$ cat config.mk
export PLATFORM = sky130hd
export DESIGN_NAME = grib1_record_locator_flat
export DESIGN_NICKNAME = d
export VERILOG_FILES = /design/src/rtl/core/grib1rl_pkg.sv /design/src/rtl/core/grib1rl_byte_if.sv /design/src/rtl/core/grib1rl_res_if.sv /design/src/rtl/core/grib1rl_cfg_if.sv /design/src/rtl/core/grib1rl_front.sv /design/src/rtl/core/grib1rl_queue.sv /design/src/rtl/core/grib1rl_back.sv /design/src/rtl/core/grib1_record_locator.sv /design/src/flat_wrapper.sv
export SDC_FILE = /design/constraint.sdc
export NUM_CORES = 1
export LEC_CHECK = 0
export BUFFER_PORTS_ARGS = -buffer_cell sky130_fd_sc_hd__buf_2
export CAP_MARGIN = 10
export CORE_MARGIN = 2
export CORE_UTILIZATION = 28
export DETAILED_ROUTE_END_ITERATION = 8
export HOLD_SLACK_MARGIN = 0.08
export SLEW_MARGIN = 20
export SYNTH_ARGS = -nofsm -noshare
export SYNTH_HDL_FRONTEND = slang
export SYNTH_SLANG_ARGS = --single-unit
export TNS_END_PERCENT = 1
$ cat constraint.sdc
create_clock -name clk -period 14.3 [get_ports clk]
set_clock_uncertainty 0.2 [all_clocks]
set_input_delay 0.715 -clock clk [delete_from_list [all_inputs] [get_ports clk]]
set_output_delay 0.715 -clock clk [all_outputs]
set_load 0.03 [all_outputs]
$ cat src/rtl/core/grib1rl_pkg.sv
// ----------------------------------------------------------------------------
// grib1rl_pkg
// Shared constants, codes and types of the GRIB1 record locator.
// ----------------------------------------------------------------------------
package grib1rl_pkg;

  localparam int WIN_LEN       = 40;
  localparam int TABLE_ENTRIES = 8;
  localparam int GRID_CAPACITY = 1024;
  localparam int QUEUE_DEPTH   = 4;

  localparam int FILL_W = $clog2(WIN_LEN + 1);
  localparam int CNT_W  = $clog2(GRID_CAPACITY + 1);
  localparam int IDX_W  = 3;
  localparam int TCNT_W = 4;
  localparam int PTR_W  = $clog2(QUEUE_DEPTH);
  localparam int QCNT_W = $clog2(QUEUE_DEPTH + 1);

  localparam logic [31:0] GRIB_MARK      = 32'h4752_4942;
  localparam logic [7:0]  TR_TWO_BYTE    = 8'd10;
  localparam logic [23:0] MAX_LEN_RESET  = 24'h01_0000;

  typedef enum logic [2:0] {
    REG_GRID_ID   = 3'd0,
    REG_FORECAST  = 3'd1,
    REG_MAX_LEN   = 3'd2,
    REG_PAIRS_LO  = 3'd3,
    REG_PAIRS_HI  = 3'd4,
    REG_COUNT     = 3'd5
  } reg_idx_t;

  typedef enum logic [1:0] {
    KIND_MATCH   = 2'd0,
    KIND_ABORT   = 2'd1,
    KIND_SUMMARY = 2'd2
  } kind_t;

  typedef struct packed {
    logic [7:0]   grid_id;
    logic [15:0]  forecast;
    logic [23:0]  max_len;
    logic [127:0] pairs;
    logic [TCNT_W-1:0] count;
  } cfg_t;

  typedef struct packed {
    logic [31:0] offset;
    logic [23:0] length;
    logic [7:0]  param;
    logic [7:0]  ltype;
    logic [15:0] level;
    logic [TABLE_ENTRIES-1:0] mask;
    logic        len_ok;
    logic        eof;
  } rec_item_t;

  typedef struct packed {
    logic      valid;
    rec_item_t item;
  } q_head_t;

  function automatic logic [IDX_W-1:0] lowest_set(input logic [TABLE_ENTRIES-1:0] m);
    logic [IDX_W-1:0] idx;
    idx = '0;
    for (int i = TABLE_ENTRIES - 1; i >= 0; i--) begin
      if (m[i]) begin
        idx = IDX_W'(i);
      end
    end
    return idx;
  endfunction

endpackage

$ cat src/rtl/core/grib1rl_byte_if.sv
// ----------------------------------------------------------------------------
// grib1rl_byte_if
// Byte request channel: one file byte and its end-of-file mark.
// ----------------------------------------------------------------------------
interface grib1rl_byte_if;
  logic       valid;
  logic       ready;
  logic [7:0] data_byte;
  logic       end_of_file;

  modport source (output valid, output data_byte, output end_of_file, input ready);
  modport sink   (input valid, input data_byte, input end_of_file, output ready);
endinterface

$ cat src/rtl/core/grib1rl_res_if.sv
// ----------------------------------------------------------------------------
// grib1rl_res_if
// Result request channel: match, abort and end summary results.
// ----------------------------------------------------------------------------
interface grib1rl_res_if;
  logic        valid;
  logic        ready;
  logic [1:0]  kind;
  logic [31:0] record_offset;
  logic [23:0] record_length;
  logic [7:0]  param_code;
  logic [7:0]  level_type;
  logic [15:0] level_value;
  logic [2:0]  table_index;
  logic [10:0] grids_stored;
  logic        last_of_run;

  modport source (output valid, output kind, output record_offset, output record_length,
                  output param_code, output level_type, output level_value,
                  output table_index, output grids_stored, output last_of_run,
                  input ready);
  modport sink   (input valid, input kind, input record_offset, input record_length,
                  input param_code, input level_type, input level_value,
                  input table_index, input grids_stored, input last_of_run,
                  output ready);
endinterface

$ cat src/rtl/core/grib1rl_cfg_if.sv
// ----------------------------------------------------------------------------
// grib1rl_cfg_if
// Configuration write channel: register index and write data.
// ----------------------------------------------------------------------------
interface grib1rl_cfg_if;
  logic        valid;
  logic        ready;
  logic [2:0]  index;
  logic [63:0] data;

  modport source (output valid, output index, output data, input ready);
  modport sink   (input valid, input index, input data, output ready);
endinterface

$ cat src/rtl/core/grib1rl_front.sv
// ----------------------------------------------------------------------------
// grib1rl_front
// Byte window and record classifier: shifts each byte into a 40-byte window,
// tests the record at the oldest byte and pushes one item per byte.
// ----------------------------------------------------------------------------
module grib1rl_front (
  input  logic                    clk,
  input  logic                    rst_n,
  grib1rl_byte_if.sink            in_port,
  input  grib1rl_pkg::cfg_t       cfg,
  input  logic                    q_full,
  output logic                    push,
  output grib1rl_pkg::rec_item_t  item
);

  logic [7:0] win_r [grib1rl_pkg::WIN_LEN];
  logic [grib1rl_pkg::FILL_W-1:0] fill_r;
  logic [grib1rl_pkg::FILL_W-1:0] fill_nxt;
  logic [31:0] pos_r;
  logic [31:0] pos_nxt;

  logic        full;
  logic        is_grib;
  logic [15:0] period;
  logic        rec_hit;
  logic [grib1rl_pkg::TCNT_W-1:0] cnt_sat;
  logic [grib1rl_pkg::TABLE_ENTRIES-1:0] mask;

  assign in_port.ready = !q_full;
  assign push          = in_port.valid && in_port.ready;

  // classify the window as it stands after this byte is shifted in
  always_comb begin
    full    = fill_r >= grib1rl_pkg::FILL_W'(grib1rl_pkg::WIN_LEN - 1);
    is_grib = {win_r[1], win_r[2], win_r[3], win_r[4]} == grib1rl_pkg::GRIB_MARK;
    period  = (win_r[29] == grib1rl_pkg::TR_TWO_BYTE) ? {win_r[27], win_r[28]}
                                                      : {8'd0, win_r[27]};
    rec_hit = full && is_grib && (win_r[15] == cfg.grid_id) && (period == cfg.forecast);
    cnt_sat = (cfg.count > grib1rl_pkg::TCNT_W'(grib1rl_pkg::TABLE_ENTRIES))
              ? grib1rl_pkg::TCNT_W'(grib1rl_pkg::TABLE_ENTRIES) : cfg.count;
    for (int i = 0; i < grib1rl_pkg::TABLE_ENTRIES; i++) begin
      mask[i] = rec_hit && (grib1rl_pkg::TCNT_W'(i) < cnt_sat)
                && (cfg.pairs[16*i+8 +: 8] == win_r[17])
                && (cfg.pairs[16*i +: 8] == win_r[18]);
    end
    item.offset = pos_r - 32'(grib1rl_pkg::WIN_LEN - 1);
    item.length = {win_r[5], win_r[6], win_r[7]};
    item.param  = win_r[17];
    item.ltype  = win_r[18];
    item.level  = {win_r[19], win_r[20]};
    item.mask   = mask;
    item.len_ok = {win_r[5], win_r[6], win_r[7]} <= cfg.max_len;
    item.eof    = in_port.end_of_file;
  end

  always_comb begin
    fill_nxt = fill_r;
    pos_nxt  = pos_r;
    if (push) begin
      if (in_port.end_of_file) begin
        fill_nxt = '0;
        pos_nxt  = '0;
      end else begin
        pos_nxt = pos_r + 32'd1;
        if (fill_r != grib1rl_pkg::FILL_W'(grib1rl_pkg::WIN_LEN)) begin
          fill_nxt = fill_r + grib1rl_pkg::FILL_W'(1);
        end
      end
    end
  end

  always_ff @(posedge clk) begin
    if (!rst_n) begin
      fill_r <= '0;
      pos_r  <= '0;
    end else begin
      fill_r <= fill_nxt;
      pos_r  <= pos_nxt;
    end
  end

  always_ff @(posedge clk) begin
    if (push) begin
      for (int i = 0; i < grib1rl_pkg::WIN_LEN - 1; i++) begin
        win_r[i] <= win_r[i+1];
      end
      win_r[grib1rl_pkg::WIN_LEN-1] <= in_port.data_byte;
    end
  end

endmodule

$ cat src/rtl/core/grib1rl_queue.sv
// ----------------------------------------------------------------------------
// grib1rl_queue
// Short item queue between the classifier and the result sequencer.
// ----------------------------------------------------------------------------
module grib1rl_queue (
  input  logic                    clk,
  input  logic                    rst_n,
  input  logic                    push,
  input  grib1rl_pkg::rec_item_t  push_item,
  input  logic                    pop,
  output logic                    full,
  output grib1rl_pkg::q_head_t    head
);

  grib1rl_pkg::rec_item_t mem_r [grib1rl_pkg::QUEUE_DEPTH];
  logic [grib1rl_pkg::PTR_W-1:0]  wr_ptr_r;
  logic [grib1rl_pkg::PTR_W-1:0]  wr_ptr_nxt;
  logic [grib1rl_pkg::PTR_W-1:0]  rd_ptr_r;
  logic [grib1rl_pkg::PTR_W-1:0]  rd_ptr_nxt;
  logic [grib1rl_pkg::QCNT_W-1:0] count_r;
  logic [grib1rl_pkg::QCNT_W-1:0] count_nxt;
  logic do_pop;

  assign full       = count_r == grib1rl_pkg::QCNT_W'(grib1rl_pkg::QUEUE_DEPTH);
  assign head.valid = count_r != '0;
  assign head.item  = mem_r[rd_ptr_r];
  assign do_pop     = pop && head.valid;

  always_comb begin
    wr_ptr_nxt = wr_ptr_r;
    rd_ptr_nxt = rd_ptr_r;
    count_nxt  = count_r;
    if (push) begin
      wr_ptr_nxt = (wr_ptr_r == grib1rl_pkg::PTR_W'(grib1rl_pkg::QUEUE_DEPTH - 1))
                   ? '0 : wr_ptr_r + grib1rl_pkg::PTR_W'(1);
    end
    if (do_pop) begin
      rd_ptr_nxt = (rd_ptr_r == grib1rl_pkg::PTR_W'(grib1rl_pkg::QUEUE_DEPTH - 1))
                   ? '0 : rd_ptr_r + grib1rl_pkg::PTR_W'(1);
    end
    if (push && !do_pop) begin
      count_nxt = count_r + grib1rl_pkg::QCNT_W'(1);
    end else if (!push && do_pop) begin
      count_nxt = count_r - grib1rl_pkg::QCNT_W'(1);
    end
  end

  always_ff @(posedge clk) begin
    if (!rst_n) begin
      wr_ptr_r <= '0;
      rd_ptr_r <= '0;
      count_r  <= '0;
    end else begin
      wr_ptr_r <= wr_ptr_nxt;
      rd_ptr_r <= rd_ptr_nxt;
      count_r  <= count_nxt;
    end
  end

  always_ff @(posedge clk) begin
    if (push) begin
      mem_r[wr_ptr_r] <= push_item;
    end
  end

endmodule

$ cat src/rtl/core/grib1rl_back.sv
// ----------------------------------------------------------------------------
// grib1rl_back
// Result sequencer: walks the matched table entries of each item, keeps the
// stored count and abort flag, and holds results in an output register.
// ----------------------------------------------------------------------------
module grib1rl_back (
  input  logic                  clk,
  input  logic                  rst_n,
  input  grib1rl_pkg::q_head_t  head,
  output logic                  pop,
  grib1rl_res_if.source         out_port
);

  logic [grib1rl_pkg::CNT_W-1:0] stored_r;
  logic [grib1rl_pkg::CNT_W-1:0] stored_nxt;
  logic aborted_r;
  logic aborted_nxt;
  logic started_r;
  logic started_nxt;
  logic [grib1rl_pkg::TABLE_ENTRIES-1:0] pend_r;
  logic [grib1rl_pkg::TABLE_ENTRIES-1:0] pend_nxt;

  logic [grib1rl_pkg::TABLE_ENTRIES-1:0] eff;
  logic [grib1rl_pkg::TABLE_ENTRIES-1:0] rem;
  logic [grib1rl_pkg::IDX_W-1:0] sel;
  logic cap_hit;
  logic slot_free;
  logic load_out;

  logic        out_valid_r;
  logic [1:0]  kind_r;
  logic [1:0]  kind_nxt;
  logic [31:0] offset_r;
  logic [31:0] offset_nxt;
  logic [23:0] length_r;
  logic [23:0] length_nxt;
  logic [7:0]  param_r;
  logic [7:0]  param_nxt;
  logic [7:0]  ltype_r;
  logic [7:0]  ltype_nxt;
  logic [15:0] level_r;
  logic [15:0] level_nxt;
  logic [grib1rl_pkg::IDX_W-1:0] index_r;
  logic [grib1rl_pkg::IDX_W-1:0] index_nxt;
  logic [grib1rl_pkg::CNT_W-1:0] grids_r;
  logic [grib1rl_pkg::CNT_W-1:0] grids_nxt;
  logic        last_r;
  logic        last_nxt;

  assign eff       = started_r ? pend_r : head.item.mask;
  assign sel       = grib1rl_pkg::lowest_set(eff);
  assign rem       = eff & ~(grib1rl_pkg::TABLE_ENTRIES'(1) << sel);
  assign cap_hit   = stored_r >= grib1rl_pkg::CNT_W'(grib1rl_pkg::GRID_CAPACITY);
  assign slot_free = !out_valid_r || out_port.ready;

  always_comb begin
    pop         = 1'b0;
    load_out    = 1'b0;
    stored_nxt  = stored_r;
    aborted_nxt = aborted_r;
    started_nxt = started_r;
    pend_nxt    = pend_r;
    kind_nxt    = grib1rl_pkg::KIND_MATCH;
    offset_nxt  = head.item.offset;
    length_nxt  = head.item.length;
    param_nxt   = head.item.param;
    ltype_nxt   = head.item.ltype;
    level_nxt   = head.item.level;
    index_nxt   = sel;
    grids_nxt   = stored_r;
    last_nxt    = 1'b0;
    if (head.valid) begin
      if (aborted_r) begin
        // drop bytes until the end of the file re-arms the scan
        pop = 1'b1;
        if (head.item.eof) begin
          aborted_nxt = 1'b0;
          stored_nxt  = '0;
        end
      end else if ((eff != '0) && (head.item.len_ok || cap_hit)) begin
        if (slot_free) begin
          load_out = 1'b1;
          if (cap_hit) begin
            kind_nxt    = grib1rl_pkg::KIND_ABORT;
            last_nxt    = 1'b1;
            aborted_nxt = 1'b1;
            started_nxt = 1'b0;
            pop         = 1'b1;
          end else begin
            stored_nxt = stored_r + grib1rl_pkg::CNT_W'(1);
            grids_nxt  = stored_r + grib1rl_pkg::CNT_W'(1);
            last_nxt   = (rem == '0) && !head.item.eof;
            if ((rem == '0) && !head.item.eof) begin
              pop         = 1'b1;
              started_nxt = 1'b0;
            end else begin
              started_nxt = 1'b1;
              pend_nxt    = rem;
            end
          end
        end
      end else if (head.item.eof) begin
        if (slot_free) begin
          load_out    = 1'b1;
          kind_nxt    = grib1rl_pkg::KIND_SUMMARY;
          offset_nxt  = '0;
          length_nxt  = '0;
          param_nxt   = '0;
          ltype_nxt   = '0;
          level_nxt   = '0;
          index_nxt   = '0;
          last_nxt    = 1'b1;
          stored_nxt  = '0;
          started_nxt = 1'b0;
          pop         = 1'b1;
        end
      end else begin
        pop         = 1'b1;
        started_nxt = 1'b0;
      end
    end
  end

  always_ff @(posedge clk) begin
    if (!rst_n) begin
      stored_r    <= '0;
      aborted_r   <= 1'b0;
      started_r   <= 1'b0;
      pend_r      <= '0;
      out_valid_r <= 1'b0;
    end else begin
      stored_r    <= stored_nxt;
      aborted_r   <= aborted_nxt;
      started_r   <= started_nxt;
      pend_r      <= pend_nxt;
      if (load_out) begin
        out_valid_r <= 1'b1;
      end else if (out_port.ready) begin
        out_valid_r <= 1'b0;
      end
    end
  end

  always_ff @(posedge clk) begin
    if (load_out) begin
      kind_r   <= kind_nxt;
      offset_r <= offset_nxt;
      length_r <= length_nxt;
      param_r  <= param_nxt;
      ltype_r  <= ltype_nxt;
      level_r  <= level_nxt;
      index_r  <= index_nxt;
      grids_r  <= grids_nxt;
      last_r   <= last_nxt;
    end
  end

  assign out_port.valid         = out_valid_r;
  assign out_port.kind          = kind_r;
  assign out_port.record_offset = offset_r;
  assign out_port.record_length = length_r;
  assign out_port.param_code    = param_r;
  assign out_port.level_type    = ltype_r;
  assign out_port.level_value   = level_r;
  assign out_port.table_index   = index_r;
  assign out_port.grids_stored  = grids_r;
  assign out_port.last_of_run   = last_r;

endmodule

$ cat src/rtl/core/grib1_record_locator.sv
// ----------------------------------------------------------------------------
// grib1_record_locator
// Path: each byte's item is queued, then sequenced into the output register.
// Throughput: one byte per cycle while the four-entry item queue is not full;
//   a byte causing n results holds the result sequencer until all are loaded.
// Reset: synchronous active-low rst_n clears window fill, offset, stored count,
//   abort flag, queue and registers; max_record_length resets to 65536.
// ----------------------------------------------------------------------------
module grib1_record_locator (
  input  logic          clk,
  input  logic          rst_n,
  grib1rl_byte_if.sink  in_if,
  grib1rl_res_if.source out_if,
  grib1rl_cfg_if.sink   cfg_if
);

  grib1rl_pkg::cfg_t      cfg_r;
  grib1rl_pkg::rec_item_t item;
  grib1rl_pkg::q_head_t   head;
  logic push;
  logic pop;
  logic q_full;

  assign cfg_if.ready = 1'b1;

  always_ff @(posedge clk) begin
    if (!rst_n) begin
      cfg_r.grid_id  <= '0;
      cfg_r.forecast <= '0;
      cfg_r.max_len  <= grib1rl_pkg::MAX_LEN_RESET;
      cfg_r.pairs    <= '0;
      cfg_r.count    <= '0;
    end else if (cfg_if.valid && cfg_if.ready) begin
      case (grib1rl_pkg::reg_idx_t'(cfg_if.index))
        grib1rl_pkg::REG_GRID_ID:  cfg_r.grid_id        <= cfg_if.data[7:0];
        grib1rl_pkg::REG_FORECAST: cfg_r.forecast       <= cfg_if.data[15:0];
        grib1rl_pkg::REG_MAX_LEN:  cfg_r.max_len        <= cfg_if.data[23:0];
        grib1rl_pkg::REG_PAIRS_LO: cfg_r.pairs[63:0]    <= cfg_if.data;
        grib1rl_pkg::REG_PAIRS_HI: cfg_r.pairs[127:64]  <= cfg_if.data;
        grib1rl_pkg::REG_COUNT:    cfg_r.count          <= cfg_if.data[3:0];
        default: begin
        end
      endcase
    end
  end

  grib1rl_front u_front (
    .clk     (clk),
    .rst_n   (rst_n),
    .in_port (in_if),
    .cfg     (cfg_r),
    .q_full  (q_full),
    .push    (push),
    .item    (item)
  );

  grib1rl_queue u_queue (
    .clk       (clk),
    .rst_n     (rst_n),
    .push      (push),
    .push_item (item),
    .pop       (pop),
    .full      (q_full),
    .head      (head)
  );

  grib1rl_back u_back (
    .clk      (clk),
    .rst_n    (rst_n),
    .head     (head),
    .pop      (pop),
    .out_port (out_if)
  );

  a_abort_last: assert property (@(posedge clk) disable iff (!rst_n)
    out_if.valid && (out_if.kind == grib1rl_pkg::KIND_ABORT) |-> out_if.last_of_run)
    else $error("abort result not last of its run");

  a_summary_clean: assert property (@(posedge clk) disable iff (!rst_n)
    out_if.valid && (out_if.kind == grib1rl_pkg::KIND_SUMMARY)
      |-> out_if.last_of_run && (out_if.record_offset == '0) && (out_if.table_index == '0))
    else $error("summary result carries record fields");

  a_count_range: assert property (@(posedge clk) disable iff (!rst_n)
    out_if.valid |-> (out_if.grids_stored <= 11'(grib1rl_pkg::GRID_CAPACITY)))
    else $error("stored count beyond capacity");

  a_match_counted: assert property (@(posedge clk) disable iff (!rst_n)
    out_if.valid && (out_if.kind == grib1rl_pkg::KIND_MATCH) |-> (out_if.grids_stored != '0))
    else $error("match result with zero stored count");

endmodule
$ cat src/flat_wrapper.sv
// flat-port wrapper written by rule: the top's interface ports become plain ports
module grib1_record_locator_flat 
  (clk, rst_n, in_if_valid, in_if_data_byte, in_if_end_of_file, in_if_ready, out_if_valid, out_if_kind, out_if_record_offset, out_if_record_length, out_if_param_code, out_if_level_type, out_if_level_value, out_if_table_index, out_if_grids_stored, out_if_last_of_run, out_if_ready, cfg_if_valid, cfg_if_index, cfg_if_data, cfg_if_ready);
  grib1rl_byte_if in_if_i ();
  grib1rl_res_if out_if_i ();
  grib1rl_cfg_if cfg_if_i ();
  input  logic clk;
  input  logic rst_n;
  input wire logic [$bits(in_if_i.valid)-1:0] in_if_valid;
  input wire logic [$bits(in_if_i.data_byte)-1:0] in_if_data_byte;
  input wire logic [$bits(in_if_i.end_of_file)-1:0] in_if_end_of_file;
  output wire logic [$bits(in_if_i.ready)-1:0] in_if_ready;
  output wire logic [$bits(out_if_i.valid)-1:0] out_if_valid;
  output wire logic [$bits(out_if_i.kind)-1:0] out_if_kind;
  output wire logic [$bits(out_if_i.record_offset)-1:0] out_if_record_offset;
  output wire logic [$bits(out_if_i.record_length)-1:0] out_if_record_length;
  output wire logic [$bits(out_if_i.param_code)-1:0] out_if_param_code;
  output wire logic [$bits(out_if_i.level_type)-1:0] out_if_level_type;
  output wire logic [$bits(out_if_i.level_value)-1:0] out_if_level_value;
  output wire logic [$bits(out_if_i.table_index)-1:0] out_if_table_index;
  output wire logic [$bits(out_if_i.grids_stored)-1:0] out_if_grids_stored;
  output wire logic [$bits(out_if_i.last_of_run)-1:0] out_if_last_of_run;
  input wire logic [$bits(out_if_i.ready)-1:0] out_if_ready;
  input wire logic [$bits(cfg_if_i.valid)-1:0] cfg_if_valid;
  input wire logic [$bits(cfg_if_i.index)-1:0] cfg_if_index;
  input wire logic [$bits(cfg_if_i.data)-1:0] cfg_if_data;
  output wire logic [$bits(cfg_if_i.ready)-1:0] cfg_if_ready;
  assign in_if_i.valid = in_if_valid;
  assign in_if_i.data_byte = in_if_data_byte;
  assign in_if_i.end_of_file = in_if_end_of_file;
  assign in_if_ready = in_if_i.ready;
  assign out_if_valid = out_if_i.valid;
  assign out_if_kind = out_if_i.kind;
  assign out_if_record_offset = out_if_i.record_offset;
  assign out_if_record_length = out_if_i.record_length;
  assign out_if_param_code = out_if_i.param_code;
  assign out_if_level_type = out_if_i.level_type;
  assign out_if_level_value = out_if_i.level_value;
  assign out_if_table_index = out_if_i.table_index;
  assign out_if_grids_stored = out_if_i.grids_stored;
  assign out_if_last_of_run = out_if_i.last_of_run;
  assign out_if_i.ready = out_if_ready;
  assign cfg_if_i.valid = cfg_if_valid;
  assign cfg_if_i.index = cfg_if_index;
  assign cfg_if_i.data = cfg_if_data;
  assign cfg_if_ready = cfg_if_i.ready;
  grib1_record_locator u_core (.clk(clk), .rst_n(rst_n), .in_if(in_if_i), .out_if(out_if_i), .cfg_if(cfg_if_i));
endmodule
======== Word-level counts from Yosys, hierarchy flattened ========
Memory sizes are Yosys's and may differ from the RTL's. A register that Yosys moved wholly into a read port is not among the register bits.
Index checks and enable logic that the tools add are counted.
storage, ports and cells
  latch bits .............................. 0
  memory bits (read-only) ................. 0
  bits in registers ....................... 352
  output and inout port bits .............. 108
  word-level logic and storage cells ...... 241
  memories kept ........................... 2
  RAM bits ................................ 712
memory list
  name                  words  bits a word  rd ports  clocked after Yosys merged registers in  wr ports  line                 text
  u_core.u_queue.mem_r  4      98           1         1                                        1         grib1rl_queue.sv:15  grib1rl_pkg::rec_item_t mem_r [grib1rl_pkg::QUEUE_DEPTH];
  u_core.u_front.win_r  40     8            39        0                                        40        grib1rl_front.sv:16  logic [7:0] win_r [grib1rl_pkg::WIN_LEN];
operators by class
  equal/unequal tests ..................... 32
  div/mod/pow operators ................... 0
  multiplexer cells ....................... 95
  reduce and logical (&&, ||, !) cells .... 60
  $add $sub $neg .......................... 8
  bitwise gates (word level) .............. 6
  multipliers ............................. 0
  shifts and indexed selects .............. 1
  $lt $le $gt $ge ......................... 12
operators with widths
  operator                                                                 count
  32-bit 2-to-1 mux                                                        6
  8-bit equality test                                                      17
  24-bit 2-to-1 mux                                                        5
  11-bit 2-to-1 mux                                                        10
  16-bit 2-to-1 mux                                                        6
  8-bit 2-to-1 mux                                                         11
  3-bit 2-to-1 mux                                                         15
  1-bit logical AND                                                        33
  32-bit by 1-bit adder with 32-bit output, second input constant          1
  32-bit by 31-bit equality test with 1-bit output, second input constant  1
  1-bit 2-to-1 mux                                                         32
  32-bit by 6-bit subtractor with 32-bit output, second input constant     1
  24-bit less-or-equal comparator                                          1
  16-bit equality test                                                     1
  3-bit by 4-bit < comparator with 1-bit output, first input constant      4
  2-bit 2-to-1 mux                                                         7
  2-bit AND reduction                                                      7
  6-bit 2-to-1 mux                                                         2
  11-bit by 1-bit adder with 11-bit output, second input constant          1
  11-bit greater-or-equal comparator, second input constant                1
  3-bit equality test, second input constant                               3
  8-bit AND                                                                1
  8-bit by 4-bit equality test with 1-bit output, second input constant    1
  8-bit zero test                                                          1
  other kinds (27)                                                         46

======== Longest topological paths before layout ========
  depth in word-level cells ............... 24
  mapped depth ............................ 14
  depth with buffers taken out ............ 13

======== Hierarchy ========
Synthesis repeated with hierarchy kept, for this count alone.
second synthesis, totals
  cell total of the unflattened synthesis .. 2673
  area, all modules ....................... 41622.4 µm²
by module, submodules not included
  module                instances  cells an instance  seq. area each (µm²)  area each (µm²)
  grib1rl_front         1          1022               10129.7               14789.2
  grib1rl_queue         1          558                11951.5               14580.2
  grib1_record_locator  1          660                3603.5                6666.4
  grib1rl_back          1          433                3593.4                5586.6

======== Least setup slack after synthesis ========
OpenSTA, ideal clock, no wires.
  kind .................................... register -> register
  from .................................... register u_core.u_queue.count_r[0] (netlist bit)
  to ...................................... register u_core.u_queue.count_r[2] (netlist bit)
  cell stages (with the launch flop) ...... 12
  data required time ...................... 14.024 ns
  data arrival time ....................... 12.218 ns
  clock period less this slack ............ 12.494 ns
  path slack .............................. 1.806 ns
  cell sequence ........................... dfxtp_1 -> or3b_2 -> clkbuf_1 -> nand2_1 -> inv_1 -> clkbuf_1 -> ha_1 -> inv_1 -> fa_1 -> xor2_1 -> or3_1 -> a21boi_0
between the ends
  word-level cells in the longest chain between the ends .. 6
  elaborated cells on any way between the ends .. 15
  those cells by class .................... 2 x add/sub; 1 x eq/ne; 3 x mux; 9 x reduce/logical
RTL lines
  item                                 line                        text
  start, declared                      grib1rl_queue.sv:20         logic [grib1rl_pkg::QCNT_W-1:0] count_r;
  start signal, assigned               grib1rl_queue.sv:56         count_r <= count_nxt;
  3-bit equality test (*)              grib1rl_queue.sv:24         assign full = count_r == grib1rl_pkg::QCNT_W'(grib1rl_pkg::QUEUE_DEPTH);
  1-bit zero test (*)                  grib1rl_front.sv:29         assign in_port.ready = !q_full;
  named net in_if_ready                flat_wrapper.sv:12          output wire logic [$bits(in_if_i.ready)-1:0] in_if_ready;
  1-bit logical AND (*)                grib1rl_front.sv:30         assign push = in_port.valid && in_port.ready;
  named net u_core.push                grib1_record_locator.sv:20  logic push;
  1-bit zero test                      grib1rl_queue.sv:43         end else if (!push && do_pop) begin
  1-bit logical AND                    grib1rl_queue.sv:43
  2-bit nonzero test (no source line)  --
The timed path passes the listed nets; every way through them passes the cells marked *. The select of a mux whose other input is x is not followed.
A chain may end at the register's enable or synchronous reset.

==> flow_metrics.tcl <==
set metrics [dict create \
    status "complete, no violations" \
    drt_iter0_drc 1686 \
    synthFlopType "edfxtp_1" \
    peakVddDrop_mv 0.110 \
    start_kind "flop" \
    pwr-share-seq 0.484 \
    clkTransAtPathRegs_ns 0.06 \
    synth_edf_count 809 \
    drv_cap 0 \
    worstSetupPathType "flop to flop" \
    period_share 0.370 \
    synthCells 2751 \
    hold-path-endpoint "u_core.cfg_r[99]" \
    grt_use_total 0.123 \
    max_freq_mhz 189 \
    endpoint_kind "flop" \
    layout.nets 3106 \
    hold_path.class "primary input to flop" \
    worst-path-max-fanout 57 \
    wl_per_cell_um 18.7 \
    ff_latch_area_mm2 0.0293 \
    netlist_area_mm2 0.0410 \
    numCtsBuffers 102 \
    comb_power_share 0.189 \
    synth_seq_cells 1058 \
    hpwl_mm 59.9 \
    crit_arrival_ns 5.41 \
    ant_nets 0 \
    areaGrowthSynthToFinish_pct 17.4 \
    rsz0062_at_grt "false" \
    reg2reg_slack_ns 9.01 \
    cts-resized-gates 0 \
    p_leak_nw 15.5 \
    insertedDiodeCount 0 \
    clkPwrFrac 0.327 \
    synthArstFlopShare 0 \
    vias 22334 \
    row_count 140 \
    antenna_found_initial 18 \
    fin_ws_ns 9.01 \
    die-area_mm2 0.149 \
    max_slew_margin 0.272 \
    synth-seq-area-share 0.715 \
    coreArea_mm2 0.145 \
    r2r-end "u_core.u_back.out_port.record_offset[6]" \
    finalSetupViolations 0 \
    port_buffers 187 \
    grt_max_degree 176 \
    final.setup.tns_ns 0 \
    ioPinCount 189 \
    die_h_um 387 \
    crit_required_ns 14.42 \
    gp_congestion 0.810 \
    clk_path_buf_depth 3 \
    grt_overflow 0 \
    worstMarginPinSlew_ns 1.09 \
    finalHoldViolations 0 \
    cts_tree "built" \
    final_util 0.331 \
    initial_core_util 0.282 \
    root_buffer "clkbuf_16" \
    drive_gt1_frac 0.164 \
    die_w_um 387 \
    yosys_warnings 0 \
    grt_pass1_vias 21968 \
    holdPathStages 3 \
    cts.sinks 1058 \
    switching_power_mw 2.54 \
    place_ws_ns 9.00 \
    syn_nets 2868 \
    yosys.cell_types.count 80 \
    finalPower_mw 8.63 \
    nFillCells 14199 \
    grt_pass1_wl_mm 141 \
    cellPowerDensity_mw_per_mm2 179 \
    viasPerCell 4.47 \
    drc 0 \
    slew_viol_final 0 \
    period_minus_slack_ns 5.29 \
    firstDrtPassIters 5 \
    drt-total-wl_mm 93.4 \
    multiInputGateArea_mm2 0.0111 \
    avgSynthCellArea_um2 14.9 \
    swShare 0.294 \
    rr_worst_depth 8 \
    clkLatencyLatePin_ns 0.71 \
    cts_max_level 3 \
    intPower_mw 6.09 \
    hold_start "cfg_if_data[31]" \
]
==> metrics by stage <==
step	hold WS, ns	cell area (um^2)	instances
3_3_place_gp	0.200	44100	4760
2_1_floorplan	0.200	41000	2751
3_5_place_dp	0.205	44100	4760
6_report	0.124	48100	4992
5_1_grt	0.0958	48100	4992
4_1_cts	0.0811	48100	4992
==> final cells by class <==
type	count	area share
Timing Repair Buffer	262	0.0337
Inverter	47	0.00382
Clock inverter	65	0.0181
Clock buffer	125	0.0557
Sequential cell	1058	0.609
Tap cell	1917	0.0499
Multi-Input combinational cell	1518	0.230
==> cells in the mapped netlist, types with 6 or more instances <==
cell	instances	area, um^2
xor2_1	139	1220
a211oi_1	8	60.1
clkbuf_1	110	413
nor2_1	84	315
or3_1	15	93.8
o21a_1	7	52.6
nor4bb_1	6	60.1
a21boi_0	187	1400
nand4_1	36	225
inv_1	47	176
nor2b_1	116	726
nor4b_1	6	52.6
nand2_1	415	1560
dfxtp_1	249	4980
ha_1	35	438
mux4_2	91	2050
and3_1	14	87.6
mux2i_1	35	350
and2_1	7	43.8
buf_2	8	40.0
nor3_1	23	115
o21ai_0	35	175
edfxtp_1	809	24300
a21oi_1	30	150
nand2b_1	9	56.3
a31oi_1	6	37.5
xnor2_1	72	631
nor4_1	35	219
nand3_1	28	140
==> power groups by stage <==
stage | Sequential (mW) | Clock, mW | Combinational, mW
floorplan | 4.45 | 0 | 0.888
global placement | 4.26 | 0 | 1.63
detailed placement | 4.27 | 0 | 1.65
CTS | 4.20 | 2.89 | 1.66
global route | 4.23 | 3.02 | 1.77
finish | 4.18 | 2.82 | 1.63
==> routing by layer <==
layer,track usage,wire length (um),vias to the layer above
li1,-,-,10550
met1,0.175,43300,11131
met2,0.194,43400,491
met3,0.0245,4990,152
met4,0.0245,1700,10
met5,0,68,-
==> repair_timing <==
action,4_1_cts,5_1_grt
hold endpoints to repair,71,0
setup buffers,0,0
hold buffers,42,0
==> critical path: stages, from the launching register on <==
cell and delay (ns):
dfxtp_4 0.83, nor2b_1 0.69, a21oi_1 0.23, a21oi_1 0.42
nand4_2 0.26, o22ai_1 0.24, and3_4 0.57, a21o_4 0.55
buf_4 0.72
==> worst max-delay path by stage <==
stage,start,end,cells after the start
final,flop,u_core.u_back.out_port.record_offset[6],8
after global routing,flop,u_core.u_back.out_port.record_offset[0],8
after CTS,flop,u_core.u_back.out_port.level_value[2],8
after detailed placement,flop,u_core.u_back.out_port.record_length[0],8
after global placement,flop,u_core.u_back.out_port.record_length[0],8
after floorplan,u_core.u_queue.count_r[0],u_core.u_queue.count_r[2],11
==> layout by cell type (no fill, tap or decap), drive strengths merged, types with 52 or more instances in the layout <==
master  synthesis  layout
edfxtp        809     809
nand2         415     415
dfxtp         249     249
buf            17     220
a21boi        187     187
xor2          139     139
clkbuf        111     125
nor2b         116     116
mux4           91      91
nor2           85      85
xnor2          72      72
inv            47      52
==> sequential cells by signal, summed over array words and instances (netlist names), named ones only <==
name	count
u_core.u_queue.count_r	3
u_core.u_front.win_r	312
u_core.u_front.pos_r	32
u_core.u_back.out_port.record_offset	32
u_core.u_back.started_r	1
u_core.u_back.out_port.last_of_run	1
u_core.u_back.out_port.kind	2
u_core.u_back.out_port.param_code	8
u_core.u_back.out_port.table_index	3
u_core.u_back.stored_r	11
u_core.u_back.out_port.level_value	16
u_core.u_queue.wr_ptr_r	2
u_core.u_back.aborted_r	1
u_core.u_back.out_port.record_length	24
u_core.u_back.out_port.level_type	8
u_core.u_back.pend_r	8
u_core.u_queue.rd_ptr_r	2
u_core.u_back.out_port.valid	1
u_core.u_back.out_port.grids_stored	11
u_core.u_front.fill_r	6
u_core.u_queue.mem_r	392
u_core.cfg_r	180
==> logic make-up after synthesis <==
| family | after synthesis | synth area share |
|---|---|---|
| buffers and inverters | 175 | 0.0171 |
| muxes | 127 | 0.0589 |
| and+or+nand+nor | 823 | 0.0966 |
| other | 1 | 0.0000915 |
| DFF | 1058 | 0.715 |
| AOI/OAI and AO/OA | 320 | 0.0564 |
| xor gates and xnor gates | 211 | 0.0451 |
| adders and majority gates | 36 | 0.0112 |
Note: power is estimated with default switching activity, not from simulation.
